File: config.mk
export PLATFORM = sky130hd
export DESIGN_NAME = bf_ctrl
export DESIGN_NICKNAME = d
export VERILOG_FILES = /design/src/rtl/bf_pkg.sv /design/src/rtl/bf_ctrl.sv
export SDC_FILE = /design/constraint.sdc
export NUM_CORES = 1
export LEC_CHECK = 0
export BUFFER_PORTS_ARGS = -buffer_cell sky130_fd_sc_hd__clkbuf_2
export CAP_MARGIN = 25
export CELL_PAD_IN_SITES_DETAIL_PLACEMENT = 1
export CELL_PAD_IN_SITES_GLOBAL_PLACEMENT = 2
export CORE_ASPECT_RATIO = 1.1
export CORE_MARGIN = 3
export CORE_UTILIZATION = 29
export DETAILED_ROUTE_END_ITERATION = 6
export HOLD_SLACK_MARGIN = 0.15
export PLACE_DENSITY = 0.88
export SYNTH_ARGS = -nofsm -noshare
export SYNTH_HDL_FRONTEND = slang
export SYNTH_SLANG_ARGS = --single-unit
File: constraint.sdc
create_clock -name aclk -period 3.2 [get_ports aclk]
set_input_delay 0.32 -clock aclk [delete_from_list [all_inputs] [get_ports aclk]]
set_output_delay 0.32 -clock aclk [all_outputs]
set_load 0.005 [all_outputs]
File: src/rtl/bf_pkg.sv
// Shared types, codes and reset tables of the Blowfish block encryptor.
package bf_pkg;

    localparam int P_DEPTH    = 18;
    localparam int SBOX_COUNT = 4;
    localparam int SBOX_DEPTH = 256;

    typedef enum logic [1:0] {
        MODE_ENCRYPT = 2'd0,
        MODE_WRITE_P = 2'd1,
        MODE_WRITE_S = 2'd2
    } mode_t;

    typedef enum logic [1:0] {
        ST_INIT  = 2'd0,
        ST_IDLE  = 2'd1,
        ST_ROUND = 2'd2
    } state_t;

    typedef struct packed {
        logic       init_we;
        logic       load;
        logic       wr_p;
        logic       wr_s;
        logic       step;
        logic       finish;
        logic [7:0] idx;
    } dp_cmd_t;

    localparam logic [31:0] P_INIT [P_DEPTH] = '{
        32'h243f6a88, 32'h85a308d3, 32'h13198a2e, 32'h03707344,
        32'ha4093822, 32'h299f31d0, 32'h082efa98, 32'hec4e6c89,
        32'h452821e6, 32'h38d01377, 32'hbe5466cf, 32'h34e90c6c,
        32'hc0ac29b7, 32'hc97c50dd, 32'h3f84d5b5, 32'hb5470917,
        32'h9216d5d9, 32'h8979fb1b
    };

    localparam logic [31:0] SBOX_INIT [SBOX_COUNT][SBOX_DEPTH] = '{
        '{
            32'hd1310ba6, 32'h98dfb5ac, 32'h2ffd72db, 32'hd01adfb7,
            32'hb8e1afed, 32'h6a267e96, 32'hba7c9045, 32'hf12c7f99,
            32'h24a19947, 32'hb3916cf7, 32'h0801f2e2, 32'h858efc16,
            32'h636920d8, 32'h71574e69, 32'ha458fea3, 32'hf4933d7e,
            32'h0d95748f, 32'h728eb658, 32'h718bcd58, 32'h82154aee,
            32'h7b54a41d, 32'hc25a59b5, 32'h9c30d539, 32'h2af26013,
            32'hc5d1b023, 32'h286085f0, 32'hca417918, 32'hb8db38ef,
            32'h8e79dcb0, 32'h603a180e, 32'h6c9e0e8b, 32'hb01e8a3e,
            32'hd71577c1, 32'hbd314b27, 32'h78af2fda, 32'h55605c60,
            32'he65525f3, 32'haa55ab94, 32'h57489862, 32'h63e81440,
            32'h55ca396a, 32'h2aab10b6, 32'hb4cc5c34, 32'h1141e8ce,
            32'ha15486af, 32'h7c72e993, 32'hb3ee1411, 32'h636fbc2a,
            32'h2ba9c55d, 32'h741831f6, 32'hce5c3e16, 32'h9b87931e,
            32'hafd6ba33, 32'h6c24cf5c, 32'h7a325381, 32'h28958677,
            32'h3b8f4898, 32'h6b4bb9af, 32'hc4bfe81b, 32'h66282193,
            32'h61d809cc, 32'hfb21a991, 32'h487cac60, 32'h5dec8032,
            32'hef845d5d, 32'he98575b1, 32'hdc262302, 32'heb651b88,
            32'h23893e81, 32'hd396acc5, 32'h0f6d6ff3, 32'h83f44239,
            32'h2e0b4482, 32'ha4842004, 32'h69c8f04a, 32'h9e1f9b5e,
            32'h21c66842, 32'hf6e96c9a, 32'h670c9c61, 32'habd388f0,
            32'h6a51a0d2, 32'hd8542f68, 32'h960fa728, 32'hab5133a3,
            32'h6eef0b6c, 32'h137a3be4, 32'hba3bf050, 32'h7efb2a98,
            32'ha1f1651d, 32'h39af0176, 32'h66ca593e, 32'h82430e88,
            32'h8cee8619, 32'h456f9fb4, 32'h7d84a5c3, 32'h3b8b5ebe,
            32'he06f75d8, 32'h85c12073, 32'h401a449f, 32'h56c16aa6,
            32'h4ed3aa62, 32'h363f7706, 32'h1bfedf72, 32'h429b023d,
            32'h37d0d724, 32'hd00a1248, 32'hdb0fead3, 32'h49f1c09b,
            32'h075372c9, 32'h80991b7b, 32'h25d479d8, 32'hf6e8def7,
            32'he3fe501a, 32'hb6794c3b, 32'h976ce0bd, 32'h04c006ba,
            32'hc1a94fb6, 32'h409f60c4, 32'h5e5c9ec2, 32'h196a2463,
            32'h68fb6faf, 32'h3e6c53b5, 32'h1339b2eb, 32'h3b52ec6f,
            32'h6dfc511f, 32'h9b30952c, 32'hcc814544, 32'haf5ebd09,
            32'hbee3d004, 32'hde334afd, 32'h660f2807, 32'h192e4bb3,
            32'hc0cba857, 32'h45c8740f, 32'hd20b5f39, 32'hb9d3fbdb,
            32'h5579c0bd, 32'h1a60320a, 32'hd6a100c6, 32'h402c7279,
            32'h679f25fe, 32'hfb1fa3cc, 32'h8ea5e9f8, 32'hdb3222f8,
            32'h3c7516df, 32'hfd616b15, 32'h2f501ec8, 32'had0552ab,
            32'h323db5fa, 32'hfd238760, 32'h53317b48, 32'h3e00df82,
            32'h9e5c57bb, 32'hca6f8ca0, 32'h1a87562e, 32'hdf1769db,
            32'hd542a8f6, 32'h287effc3, 32'hac6732c6, 32'h8c4f5573,
            32'h695b27b0, 32'hbbca58c8, 32'he1ffa35d, 32'hb8f011a0,
            32'h10fa3d98, 32'hfd2183b8, 32'h4afcb56c, 32'h2dd1d35b,
            32'h9a53e479, 32'hb6f84565, 32'hd28e49bc, 32'h4bfb9790,
            32'he1ddf2da, 32'ha4cb7e33, 32'h62fb1341, 32'hcee4c6e8,
            32'hef20cada, 32'h36774c01, 32'hd07e9efe, 32'h2bf11fb4,
            32'h95dbda4d, 32'hae909198, 32'heaad8e71, 32'h6b93d5a0,
            32'hd08ed1d0, 32'hafc725e0, 32'h8e3c5b2f, 32'h8e7594b7,
            32'h8ff6e2fb, 32'hf2122b64, 32'h8888b812, 32'h900df01c,
            32'h4fad5ea0, 32'h688fc31c, 32'hd1cff191, 32'hb3a8c1ad,
            32'h2f2f2218, 32'hbe0e1777, 32'hea752dfe, 32'h8b021fa1,
            32'he5a0cc0f, 32'hb56f74e8, 32'h18acf3d6, 32'hce89e299,
            32'hb4a84fe0, 32'hfd13e0b7, 32'h7cc43b81, 32'hd2ada8d9,
            32'h165fa266, 32'h80957705, 32'h93cc7314, 32'h211a1477,
            32'he6ad2065, 32'h77b5fa86, 32'hc75442f5, 32'hfb9d35cf,
            32'hebcdaf0c, 32'h7b3e89a0, 32'hd6411bd3, 32'hae1e7e49,
            32'h00250e2d, 32'h2071b35e, 32'h226800bb, 32'h57b8e0af,
            32'h2464369b, 32'hf009b91e, 32'h5563911d, 32'h59dfa6aa,
            32'h78c14389, 32'hd95a537f, 32'h207d5ba2, 32'h02e5b9c5,
            32'h83260376, 32'h6295cfa9, 32'h11c81968, 32'h4e734a41,
            32'hb3472dca, 32'h7b14a94a, 32'h1b510052, 32'h9a532915,
            32'hd60f573f, 32'hbc9bc6e4, 32'h2b60a476, 32'h81e67400,
            32'h08ba6fb5, 32'h571be91f, 32'hf296ec6b, 32'h2a0dd915,
            32'hb6636521, 32'he7b9f9b6, 32'hff34052e, 32'hc5855664,
            32'h53b02d5d, 32'ha99f8fa1, 32'h08ba4799, 32'h6e85076a
        },
        '{
            32'h4b7a70e9, 32'hb5b32944, 32'hdb75092e, 32'hc4192623,
            32'had6ea6b0, 32'h49a7df7d, 32'h9cee60b8, 32'h8fedb266,
            32'hecaa8c71, 32'h699a17ff, 32'h5664526c, 32'hc2b19ee1,
            32'h193602a5, 32'h75094c29, 32'ha0591340, 32'he4183a3e,
            32'h3f54989a, 32'h5b429d65, 32'h6b8fe4d6, 32'h99f73fd6,
            32'ha1d29c07, 32'hefe830f5, 32'h4d2d38e6, 32'hf0255dc1,
            32'h4cdd2086, 32'h8470eb26, 32'h6382e9c6, 32'h021ecc5e,
            32'h09686b3f, 32'h3ebaefc9, 32'h3c971814, 32'h6b6a70a1,
            32'h687f3584, 32'h52a0e286, 32'hb79c5305, 32'haa500737,
            32'h3e07841c, 32'h7fdeae5c, 32'h8e7d44ec, 32'h5716f2b8,
            32'hb03ada37, 32'hf0500c0d, 32'hf01c1f04, 32'h0200b3ff,
            32'hae0cf51a, 32'h3cb574b2, 32'h25837a58, 32'hdc0921bd,
            32'hd19113f9, 32'h7ca92ff6, 32'h94324773, 32'h22f54701,
            32'h3ae5e581, 32'h37c2dadc, 32'hc8b57634, 32'h9af3dda7,
            32'ha9446146, 32'h0fd0030e, 32'hecc8c73e, 32'ha4751e41,
            32'he238cd99, 32'h3bea0e2f, 32'h3280bba1, 32'h183eb331,
            32'h4e548b38, 32'h4f6db908, 32'h6f420d03, 32'hf60a04bf,
            32'h2cb81290, 32'h24977c79, 32'h5679b072, 32'hbcaf89af,
            32'hde9a771f, 32'hd9930810, 32'hb38bae12, 32'hdccf3f2e,
            32'h5512721f, 32'h2e6b7124, 32'h501adde6, 32'h9f84cd87,
            32'h7a584718, 32'h7408da17, 32'hbc9f9abc, 32'he94b7d8c,
            32'hec7aec3a, 32'hdb851dfa, 32'h63094366, 32'hc464c3d2,
            32'hef1c1847, 32'h3215d908, 32'hdd433b37, 32'h24c2ba16,
            32'h12a14d43, 32'h2a65c451, 32'h50940002, 32'h133ae4dd,
            32'h71dff89e, 32'h10314e55, 32'h81ac77d6, 32'h5f11199b,
            32'h043556f1, 32'hd7a3c76b, 32'h3c11183b, 32'h5924a509,
            32'hf28fe6ed, 32'h97f1fbfa, 32'h9ebabf2c, 32'h1e153c6e,
            32'h86e34570, 32'heae96fb1, 32'h860e5e0a, 32'h5a3e2ab3,
            32'h771fe71c, 32'h4e3d06fa, 32'h2965dcb9, 32'h99e71d0f,
            32'h803e89d6, 32'h5266c825, 32'h2e4cc978, 32'h9c10b36a,
            32'hc6150eba, 32'h94e2ea78, 32'ha5fc3c53, 32'h1e0a2df4,
            32'hf2f74ea7, 32'h361d2b3d, 32'h1939260f, 32'h19c27960,
            32'h5223a708, 32'hf71312b6, 32'hebadfe6e, 32'heac31f66,
            32'he3bc4595, 32'ha67bc883, 32'hb17f37d1, 32'h018cff28,
            32'hc332ddef, 32'hbe6c5aa5, 32'h65582185, 32'h68ab9802,
            32'heecea50f, 32'hdb2f953b, 32'h2aef7dad, 32'h5b6e2f84,
            32'h1521b628, 32'h29076170, 32'hecdd4775, 32'h619f1510,
            32'h13cca830, 32'heb61bd96, 32'h0334fe1e, 32'haa0363cf,
            32'hb5735c90, 32'h4c70a239, 32'hd59e9e0b, 32'hcbaade14,
            32'heecc86bc, 32'h60622ca7, 32'h9cab5cab, 32'hb2f3846e,
            32'h648b1eaf, 32'h19bdf0ca, 32'ha02369b9, 32'h655abb50,
            32'h40685a32, 32'h3c2ab4b3, 32'h319ee9d5, 32'hc021b8f7,
            32'h9b540b19, 32'h875fa099, 32'h95f7997e, 32'h623d7da8,
            32'hf837889a, 32'h97e32d77, 32'h11ed935f, 32'h16681281,
            32'h0e358829, 32'hc7e61fd6, 32'h96dedfa1, 32'h7858ba99,
            32'h57f584a5, 32'h1b227263, 32'h9b83c3ff, 32'h1ac24696,
            32'hcdb30aeb, 32'h532e3054, 32'h8fd948e4, 32'h6dbc3128,
            32'h58ebf2ef, 32'h34c6ffea, 32'hfe28ed61, 32'hee7c3c73,
            32'h5d4a14d9, 32'he864b7e3, 32'h42105d14, 32'h203e13e0,
            32'h45eee2b6, 32'ha3aaabea, 32'hdb6c4f15, 32'hfacb4fd0,
            32'hc742f442, 32'hef6abbb5, 32'h654f3b1d, 32'h41cd2105,
            32'hd81e799e, 32'h86854dc7, 32'he44b476a, 32'h3d816250,
            32'hcf62a1f2, 32'h5b8d2646, 32'hfc8883a0, 32'hc1c7b6a3,
            32'h7f1524c3, 32'h69cb7492, 32'h47848a0b, 32'h5692b285,
            32'h095bbf00, 32'had19489d, 32'h1462b174, 32'h23820e00,
            32'h58428d2a, 32'h0c55f5ea, 32'h1dadf43e, 32'h233f7061,
            32'h3372f092, 32'h8d937e41, 32'hd65fecf1, 32'h6c223bdb,
            32'h7cde3759, 32'hcbee7460, 32'h4085f2a7, 32'hce77326e,
            32'ha6078084, 32'h19f8509e, 32'he8efd855, 32'h61d99735,
            32'ha969a7aa, 32'hc50c06c2, 32'h5a04abfc, 32'h800bcadc,
            32'h9e447a2e, 32'hc3453484, 32'hfdd56705, 32'h0e1e9ec9,
            32'hdb73dbd3, 32'h105588cd, 32'h675fda79, 32'he3674340,
            32'hc5c43465, 32'h713e38d8, 32'h3d28f89e, 32'hf16dff20,
            32'h153e21e7, 32'h8fb03d4a, 32'he6e39f2b, 32'hdb83adf7
        },
        '{
            32'he93d5a68, 32'h948140f7, 32'hf64c261c, 32'h94692934,
            32'h411520f7, 32'h7602d4f7, 32'hbcf46b2e, 32'hd4a20068,
            32'hd4082471, 32'h3320f46a, 32'h43b7d4b7, 32'h500061af,
            32'h1e39f62e, 32'h97244546, 32'h14214f74, 32'hbf8b8840,
            32'h4d95fc1d, 32'h96b591af, 32'h70f4ddd3, 32'h66a02f45,
            32'hbfbc09ec, 32'h03bd9785, 32'h7fac6dd0, 32'h31cb8504,
            32'h96eb27b3, 32'h55fd3941, 32'hda2547e6, 32'habca0a9a,
            32'h28507825, 32'h530429f4, 32'h0a2c86da, 32'he9b66dfb,
            32'h68dc1462, 32'hd7486900, 32'h680ec0a4, 32'h27a18dee,
            32'h4f3ffea2, 32'he887ad8c, 32'hb58ce006, 32'h7af4d6b6,
            32'haace1e7c, 32'hd3375fec, 32'hce78a399, 32'h406b2a42,
            32'h20fe9e35, 32'hd9f385b9, 32'hee39d7ab, 32'h3b124e8b,
            32'h1dc9faf7, 32'h4b6d1856, 32'h26a36631, 32'heae397b2,
            32'h3a6efa74, 32'hdd5b4332, 32'h6841e7f7, 32'hca7820fb,
            32'hfb0af54e, 32'hd8feb397, 32'h454056ac, 32'hba489527,
            32'h55533a3a, 32'h20838d87, 32'hfe6ba9b7, 32'hd096954b,
            32'h55a867bc, 32'ha1159a58, 32'hcca92963, 32'h99e1db33,
            32'ha62a4a56, 32'h3f3125f9, 32'h5ef47e1c, 32'h9029317c,
            32'hfdf8e802, 32'h04272f70, 32'h80bb155c, 32'h05282ce3,
            32'h95c11548, 32'he4c66d22, 32'h48c1133f, 32'hc70f86dc,
            32'h07f9c9ee, 32'h41041f0f, 32'h404779a4, 32'h5d886e17,
            32'h325f51eb, 32'hd59bc0d1, 32'hf2bcc18f, 32'h41113564,
            32'h257b7834, 32'h602a9c60, 32'hdff8e8a3, 32'h1f636c1b,
            32'h0e12b4c2, 32'h02e1329e, 32'haf664fd1, 32'hcad18115,
            32'h6b2395e0, 32'h333e92e1, 32'h3b240b62, 32'heebeb922,
            32'h85b2a20e, 32'he6ba0d99, 32'hde720c8c, 32'h2da2f728,
            32'hd0127845, 32'h95b794fd, 32'h647d0862, 32'he7ccf5f0,
            32'h5449a36f, 32'h877d48fa, 32'hc39dfd27, 32'hf33e8d1e,
            32'h0a476341, 32'h992eff74, 32'h3a6f6eab, 32'hf4f8fd37,
            32'ha812dc60, 32'ha1ebddf8, 32'h991be14c, 32'hdb6e6b0d,
            32'hc67b5510, 32'h6d672c37, 32'h2765d43b, 32'hdcd0e804,
            32'hf1290dc7, 32'hcc00ffa3, 32'hb5390f92, 32'h690fed0b,
            32'h667b9ffb, 32'hcedb7d9c, 32'ha091cf0b, 32'hd9155ea3,
            32'hbb132f88, 32'h515bad24, 32'h7b9479bf, 32'h763bd6eb,
            32'h37392eb3, 32'hcc115979, 32'h8026e297, 32'hf42e312d,
            32'h6842ada7, 32'hc66a2b3b, 32'h12754ccc, 32'h782ef11c,
            32'h6a124237, 32'hb79251e7, 32'h06a1bbe6, 32'h4bfb6350,
            32'h1a6b1018, 32'h11caedfa, 32'h3d25bdd8, 32'he2e1c3c9,
            32'h44421659, 32'h0a121386, 32'hd90cec6e, 32'hd5abea2a,
            32'h64af674e, 32'hda86a85f, 32'hbebfe988, 32'h64e4c3fe,
            32'h9dbc8057, 32'hf0f7c086, 32'h60787bf8, 32'h6003604d,
            32'hd1fd8346, 32'hf6381fb0, 32'h7745ae04, 32'hd736fccc,
            32'h83426b33, 32'hf01eab71, 32'hb0804187, 32'h3c005e5f,
            32'h77a057be, 32'hbde8ae24, 32'h55464299, 32'hbf582e61,
            32'h4e58f48f, 32'hf2ddfda2, 32'hf474ef38, 32'h8789bdc2,
            32'h5366f9c3, 32'hc8b38e74, 32'hb475f255, 32'h46fcd9b9,
            32'h7aeb2661, 32'h8b1ddf84, 32'h846a0e79, 32'h915f95e2,
            32'h466e598e, 32'h20b45770, 32'h8cd55591, 32'hc902de4c,
            32'hb90bace1, 32'hbb8205d0, 32'h11a86248, 32'h7574a99e,
            32'hb77f19b6, 32'he0a9dc09, 32'h662d09a1, 32'hc4324633,
            32'he85a1f02, 32'h09f0be8c, 32'h4a99a025, 32'h1d6efe10,
            32'h1ab93d1d, 32'h0ba5a4df, 32'ha186f20f, 32'h2868f169,
            32'hdcb7da83, 32'h573906fe, 32'ha1e2ce9b, 32'h4fcd7f52,
            32'h50115e01, 32'ha70683fa, 32'ha002b5c4, 32'h0de6d027,
            32'h9af88c27, 32'h773f8641, 32'hc3604c06, 32'h61a806b5,
            32'hf0177a28, 32'hc0f586e0, 32'h006058aa, 32'h30dc7d62,
            32'h11e69ed7, 32'h2338ea63, 32'h53c2dd94, 32'hc2c21634,
            32'hbbcbee56, 32'h90bcb6de, 32'hebfc7da1, 32'hce591d76,
            32'h6f05e409, 32'h4b7c0188, 32'h39720a3d, 32'h7c927c24,
            32'h86e3725f, 32'h724d9db9, 32'h1ac15bb4, 32'hd39eb8fc,
            32'hed545578, 32'h08fca5b5, 32'hd83d7cd3, 32'h4dad0fc4,
            32'h1e50ef5e, 32'hb161e6f8, 32'ha28514d9, 32'h6c51133c,
            32'h6fd5c7e7, 32'h56e14ec4, 32'h362abfce, 32'hddc6c837,
            32'hd79a3234, 32'h92638212, 32'h670efa8e, 32'h406000e0
        },
        '{
            32'h3a39ce37, 32'hd3faf5cf, 32'habc27737, 32'h5ac52d1b,
            32'h5cb0679e, 32'h4fa33742, 32'hd3822740, 32'h99bc9bbe,
            32'hd5118e9d, 32'hbf0f7315, 32'hd62d1c7e, 32'hc700c47b,
            32'hb78c1b6b, 32'h21a19045, 32'hb26eb1be, 32'h6a366eb4,
            32'h5748ab2f, 32'hbc946e79, 32'hc6a376d2, 32'h6549c2c8,
            32'h530ff8ee, 32'h468dde7d, 32'hd5730a1d, 32'h4cd04dc6,
            32'h2939bbdb, 32'ha9ba4650, 32'hac9526e8, 32'hbe5ee304,
            32'ha1fad5f0, 32'h6a2d519a, 32'h63ef8ce2, 32'h9a86ee22,
            32'hc089c2b8, 32'h43242ef6, 32'ha51e03aa, 32'h9cf2d0a4,
            32'h83c061ba, 32'h9be96a4d, 32'h8fe51550, 32'hba645bd6,
            32'h2826a2f9, 32'ha73a3ae1, 32'h4ba99586, 32'hef5562e9,
            32'hc72fefd3, 32'hf752f7da, 32'h3f046f69, 32'h77fa0a59,
            32'h80e4a915, 32'h87b08601, 32'h9b09e6ad, 32'h3b3ee593,
            32'he990fd5a, 32'h9e34d797, 32'h2cf0b7d9, 32'h022b8b51,
            32'h96d5ac3a, 32'h017da67d, 32'hd1cf3ed6, 32'h7c7d2d28,
            32'h1f9f25cf, 32'hadf2b89b, 32'h5ad6b472, 32'h5a88f54c,
            32'he029ac71, 32'he019a5e6, 32'h47b0acfd, 32'hed93fa9b,
            32'he8d3c48d, 32'h283b57cc, 32'hf8d56629, 32'h79132e28,
            32'h785f0191, 32'hed756055, 32'hf7960e44, 32'he3d35e8c,
            32'h15056dd4, 32'h88f46dba, 32'h03a16125, 32'h0564f0bd,
            32'hc3eb9e15, 32'h3c9057a2, 32'h97271aec, 32'ha93a072a,
            32'h1b3f6d9b, 32'h1e6321f5, 32'hf59c66fb, 32'h26dcf319,
            32'h7533d928, 32'hb155fdf5, 32'h03563482, 32'h8aba3cbb,
            32'h28517711, 32'hc20ad9f8, 32'habcc5167, 32'hccad925f,
            32'h4de81751, 32'h3830dc8e, 32'h379d5862, 32'h9320f991,
            32'hea7a90c2, 32'hfb3e7bce, 32'h5121ce64, 32'h774fbe32,
            32'ha8b6e37e, 32'hc3293d46, 32'h48de5369, 32'h6413e680,
            32'ha2ae0810, 32'hdd6db224, 32'h69852dfd, 32'h09072166,
            32'hb39a460a, 32'h6445c0dd, 32'h586cdecf, 32'h1c20c8ae,
            32'h5bbef7dd, 32'h1b588d40, 32'hccd2017f, 32'h6bb4e3bb,
            32'hdda26a7e, 32'h3a59ff45, 32'h3e350a44, 32'hbcb4cdd5,
            32'h72eacea8, 32'hfa6484bb, 32'h8d6612ae, 32'hbf3c6f47,
            32'hd29be463, 32'h542f5d9e, 32'haec2771b, 32'hf64e6370,
            32'h740e0d8d, 32'he75b1357, 32'hf8721671, 32'haf537d5d,
            32'h4040cb08, 32'h4eb4e2cc, 32'h34d2466a, 32'h0115af84,
            32'he1b00428, 32'h95983a1d, 32'h06b89fb4, 32'hce6ea048,
            32'h6f3f3b82, 32'h3520ab82, 32'h011a1d4b, 32'h277227f8,
            32'h611560b1, 32'he7933fdc, 32'hbb3a792b, 32'h344525bd,
            32'ha08839e1, 32'h51ce794b, 32'h2f32c9b7, 32'ha01fbac9,
            32'he01cc87e, 32'hbcc7d1f6, 32'hcf0111c3, 32'ha1e8aac7,
            32'h1a908749, 32'hd44fbd9a, 32'hd0dadecb, 32'hd50ada38,
            32'h0339c32a, 32'hc6913667, 32'h8df9317c, 32'he0b12b4f,
            32'hf79e59b7, 32'h43f5bb3a, 32'hf2d519ff, 32'h27d9459c,
            32'hbf97222c, 32'h15e6fc2a, 32'h0f91fc71, 32'h9b941525,
            32'hfae59361, 32'hceb69ceb, 32'hc2a86459, 32'h12baa8d1,
            32'hb6c1075e, 32'he3056a0c, 32'h10d25065, 32'hcb03a442,
            32'he0ec6e0e, 32'h1698db3b, 32'h4c98a0be, 32'h3278e964,
            32'h9f1f9532, 32'he0d392df, 32'hd3a0342b, 32'h8971f21e,
            32'h1b0a7441, 32'h4ba3348c, 32'hc5be7120, 32'hc37632d8,
            32'hdf359f8d, 32'h9b992f2e, 32'he60b6f47, 32'h0fe3f11d,
            32'he54cda54, 32'h1edad891, 32'hce6279cf, 32'hcd3e7e6f,
            32'h1618b166, 32'hfd2c1d05, 32'h848fd2c5, 32'hf6fb2299,
            32'hf523f357, 32'ha6327623, 32'h93a83531, 32'h56cccd02,
            32'hacf08162, 32'h5a75ebb5, 32'h6e163697, 32'h88d273cc,
            32'hde966292, 32'h81b949d0, 32'h4c50901b, 32'h71c65614,
            32'he6c6c7bd, 32'h327a140a, 32'h45e1d006, 32'hc3f27b9a,
            32'hc9aa53fd, 32'h62a80f00, 32'hbb25bfe2, 32'h35bdd2f6,
            32'h71126905, 32'hb2040222, 32'hb6cbcf7c, 32'hcd769c2b,
            32'h53113ec0, 32'h1640e3d3, 32'h38abbd60, 32'h2547adf0,
            32'hba38209c, 32'hf746ce76, 32'h77afa1c5, 32'h20756060,
            32'h85cbfe4e, 32'h8ae88dd8, 32'h7aaaf9b0, 32'h4cf9aa7e,
            32'h1948c25c, 32'h02fb8a8c, 32'h01c36ae4, 32'hd6ebe1f9,
            32'h90d4f869, 32'ha65cdea0, 32'h3f09252d, 32'hc208e69f,
            32'hb74e6132, 32'hce77e25b, 32'h578fdfe3, 32'h3ac372e6
        }
    };

endpackage

File: src/rtl/bf_ctrl.sv
// Sequencer of the Blowfish block encryptor: table load, request intake, round count.
module bf_ctrl #(
    parameter int ROUNDS = 16
) (
    input  logic              aclk,
    input  logic              aresetn,
    input  logic              s_valid,
    output logic              s_ready,
    input  logic [1:0]        s_mode,
    output logic              m_valid,
    input  logic              m_ready,
    output bf_pkg::dp_cmd_t   cmd
);

    localparam logic [7:0] INIT_LAST  = 8'(bf_pkg::SBOX_DEPTH - 1);
    localparam logic [7:0] ROUND_LAST = 8'(ROUNDS);

    bf_pkg::state_t state_reg, state_next;
    logic [7:0]     cnt_reg, cnt_next;
    logic           out_valid_reg, out_valid_next;
    logic           last_round;
    logic           step_ok;

    assign last_round = (cnt_reg == ROUND_LAST);
    // the closing round writes the output register, so it waits for a free slot
    assign step_ok    = !last_round || !out_valid_reg || m_ready;

    always_comb begin
        state_next = state_reg;
        cnt_next   = cnt_reg;
        case (state_reg)
            bf_pkg::ST_INIT: begin
                cnt_next = cnt_reg + 8'd1;
                if (cnt_reg == INIT_LAST) begin
                    state_next = bf_pkg::ST_IDLE;
                end
            end
            bf_pkg::ST_IDLE: begin
                if (s_valid && (s_mode == bf_pkg::MODE_ENCRYPT)) begin
                    state_next = bf_pkg::ST_ROUND;
                    cnt_next   = 8'd1;
                end
            end
            bf_pkg::ST_ROUND: begin
                if (step_ok) begin
                    if (last_round) begin
                        state_next = bf_pkg::ST_IDLE;
                    end else begin
                        cnt_next = cnt_reg + 8'd1;
                    end
                end
            end
            default: begin
                state_next = bf_pkg::ST_INIT;
                cnt_next   = '0;
            end
        endcase
    end

    always_comb begin
        cmd     = '0;
        s_ready = 1'b0;
        cmd.idx = cnt_reg;
        case (state_reg)
            bf_pkg::ST_INIT: begin
                cmd.init_we = 1'b1;
            end
            bf_pkg::ST_IDLE: begin
                s_ready = 1'b1;
                if (s_valid) begin
                    case (s_mode)
                        bf_pkg::MODE_ENCRYPT: cmd.load = 1'b1;
                        bf_pkg::MODE_WRITE_P: cmd.wr_p = 1'b1;
                        bf_pkg::MODE_WRITE_S: cmd.wr_s = 1'b1;
                        default: ;
                    endcase
                end
            end
            bf_pkg::ST_ROUND: begin
                cmd.step   = step_ok;
                cmd.finish = step_ok && last_round;
            end
            default: ;
        endcase
    end

    always_comb begin
        out_valid_next = out_valid_reg;
        if (cmd.finish) begin
            out_valid_next = 1'b1;
        end else if (m_ready) begin
            out_valid_next = 1'b0;
        end
    end

    always_ff @(posedge aclk) begin
        if (!aresetn) begin
            state_reg     <= bf_pkg::ST_INIT;
            cnt_reg       <= '0;
            out_valid_reg <= 1'b0;
        end else begin
            state_reg     <= state_next;
            cnt_reg       <= cnt_next;
            out_valid_reg <= out_valid_next;
        end
    end

    assign m_valid = out_valid_reg;

endmodule

==> flow_summary.yaml <==
worst_setup_path:
  cp.arrival_ns: 1.70
  crit_chain: "inv_1 -> ha_1 -> nor4b_2 -> nand2_1 -> nor3_1 -> clkbuf_2"
  critPathBufInv: 2
  critPathCaptureType: "primary output"
  crit_type: "reg2out"
  crit_slowest_cell: "dfxtp_1"
  max_stage_delay_ns: 0.38
  crit_fanout: 7
  cp_data_required_time_ns: 2.88
  startpoint_type: "flop"
  critical-path-top-delay-family: "simple AND/OR/NAND/NOR gates"
yosys:
  syn_area_sq_um: 683
  ys_seq_area_share_pct: 32.2
  synth_cell_type_count: 39
  syn_nets: 87
  syn_avg_cell_area_sq_um: 8.65
  syn_inst: 79
  yosysWarnings: 0
  ys_ff_latch: 11
route:
  drtIter0Drc: 8
  firstDrtPassIters: 3
  wirelength_microns: 1770
  vias: 653
  final_antenna_net_count: 0
  wl_per_cell_microns: 13.8
  viasPerCell: 5.10
  drcViolationCount: 0
finish:
  nFillCells: 268
  diodes: 0
  largest_reg_flops: 8
  mostFrequentLayoutCell: "clkbuf_2"
  drive_gt1_share_pct: 30.0
  syn2layout_area_growth_pct: 21.1
  postLayoutCellArea_sq_um: 827
  nets: 109
  layout_common_cells: "clkbuf_2, dfxtp_1, nand2_1, nor2_1"
die:
  dieArea_sq_um: 2970
  io_pins: 22
  rows: 17
  die_w_microns: 52.3
  core-area_sq_um: 2130
  initial_core_util_pct: 32.1
  die_h_microns: 56.9
sta:
  timing.final.max_slew_violations: 0
  final-hold-violation-count: 0
  fin_skew_ns: 0.00960
  fmax_ghz: 0.495
  rsz0062_at_grt: "false"
  period_share_pct: 63.2
  setup_ws_ns: 1.18
  worst_pin_slew_ns: 0.573
  timing.slew.headroom_pct: 61.7
  setup-tns-final_ns: 0
  fin_crit_ns: 2.02
  final-setup-viol-count: 0
pwr:
  clkPwrFrac_pct: 36.8
  p_per_area_nw_per_um2: 329
  p_sw_share_pct: 26.0
  comb_power_share_pct: 9.6
  p_int_w: 0.000201
  power.switching_w: 0.0000706
  vdd_drop_max_uv: 174
  p_seq_share_pct: 53.6
  p_leak_nw: 0.337
clock_tree:
  postCtsHoldBufs: 0
  clk_pin_slew_ns: 0.08
  cts_tree: "yes"
  clkLatencyLatePin_ns: 0.28
  htreeDepth: 1
  cts_buffers: 3
  cts_setup_buffers: 0
  cts_sinks: 11
  root_buffer: "clkbuf_4"
  clk_path_buf_depth: 2
  cts-resized-gates: 0
grt:
  grt_usage_pct: 13.9
  grt_pass1_wl_microns: 3090
  antenna_found_initial: 0
  grt_max_degree: 13
  grt-ovfl-total: 0
  grt_pass1_vias: 688
status:
  status: "complete, no violations"
placed_design:
  post-place-ws_ns: 1.45
  io_buffers: 21
  place_hpwl_microns: 1420
  gp_congestion: 0.781
  placed_area_sq_um: 801
job:
  drv_cap: 0
hold_path:
  min_path_type: "in2reg"
-- synth_stat cells, drive strengths merged --
master / n / share of area (%)
a2111oi: 1 / 1.3
a211oi: 1 / 1.8
a21o: 1 / 1.3
a21oi: 4 / 2.9
a311o: 1 / 1.5
a311oi: 1 / 1.3
a32oi: 1 / 1.3
and2: 2 / 2.2
and4: 1 / 1.3
and4b: 1 / 1.5
buf: 3 / 2.7
clkbuf: 1 / 0.55
dfxtp: 11 / 32
ha: 2 / 3.7
inv: 4 / 2.2
mux2i: 1 / 1.5
nand2: 7 / 3.8
nand2b: 3 / 2.7
nand3: 1 / 0.73
nand3b: 1 / 1.1
nand4: 1 / 0.92
nor2: 7 / 3.8
nor2b: 1 / 0.92
nor3: 1 / 0.73
nor3b: 4 / 4.4
nor4: 1 / 0.92
nor4b: 2 / 3.5
o2111ai: 1 / 1.3
o211a: 1 / 1.5
o211ai: 2 / 2.2
o21a: 2 / 2.2
o21ai: 2 / 1.5
o22ai: 1 / 1.8
or3b: 1 / 1.6
xnor2: 2 / 2.6
xor2: 2 / 2.6
-- logic make-up (layout without fill, tap and decap cells) --
group,after synthesis,in the layout,share of synthesized area (%)
AND/OR/NAND/NOR,34,34,30.2
adder cells (fa/ha/maj),2,2,3.66
buffers and inverters,8,29,5.49
XOR/XNOR,4,4,5.13
AO/OA/AOI/OAI,19,19,21.8
flip-flops,11,11,32.2
multiplexers,1,1,1.47
-- power by group through the flow --
stage | clock, W | sequential [W] | combinational (W)
final | 0.000100 | 0.000146 | 0.0000262
after global routing | 0.000109 | 0.000147 | 0.0000300
after CTS | 0.000101 | 0.000146 | 0.0000268
after detailed placement | 0 | 0.000149 | 0.0000265
after global placement | 0 | 0.000149 | 0.0000253
after floorplan | 0 | 0.000148 | 0.0000147
-- layer usage --
layer	global-route usage (%)	vias to the layer above	wire length, microns	part of all wire [%]
met2	21.2	16	789	45
met1	17.9	300	850	48
li1	-	332	-	-
met4	8.76	0	49	2.8
met3	2.39	5	74	4.2
met5	0	-	0	0
-- worst paths after layout --
check / startpoint / endpoint / slack [ns] / depth (start not counted)
max: cnt_reg[0] / cmd[8] / 1.18 / 6
max reg2reg: cnt_reg[0] / cnt_reg[2] / 1.42 / 6
min reg2reg: cnt_reg[1] / cnt_reg[1] / 0.55 / 2
min: aresetn / state_reg[1] / 0.37 / 2
-- layout make-up --
type	count	area, sq um	area share (%)
Timing Repair Buffer	21	105	12.7
Inverter	4	15.0	1.82
Clock buffer	4	26.3	3.18
Tap cell	28	35.0	4.24
Multi-Input combinational cell	60	425	51.4
Sequential cell	11	220	26.6
-- per-stage QoR --
step | power (W) | hold slack [ns] | cells | util, %
floorplan | 0.000162 | 0.496 | 79 | -
detailed placement | 0.000175 | 0.536 | 124 | 37.6
global placement | 0.000174 | 0.529 | 124 | 37.6
finish | 0.000272 | 0.374 | 128 | 38.9
global route | 0.000286 | 0.389 | 128 | 38.9
CTS | 0.000274 | 0.379 | 128 | 38.9
No activity file was read; power rests on OpenSTA's default activity.
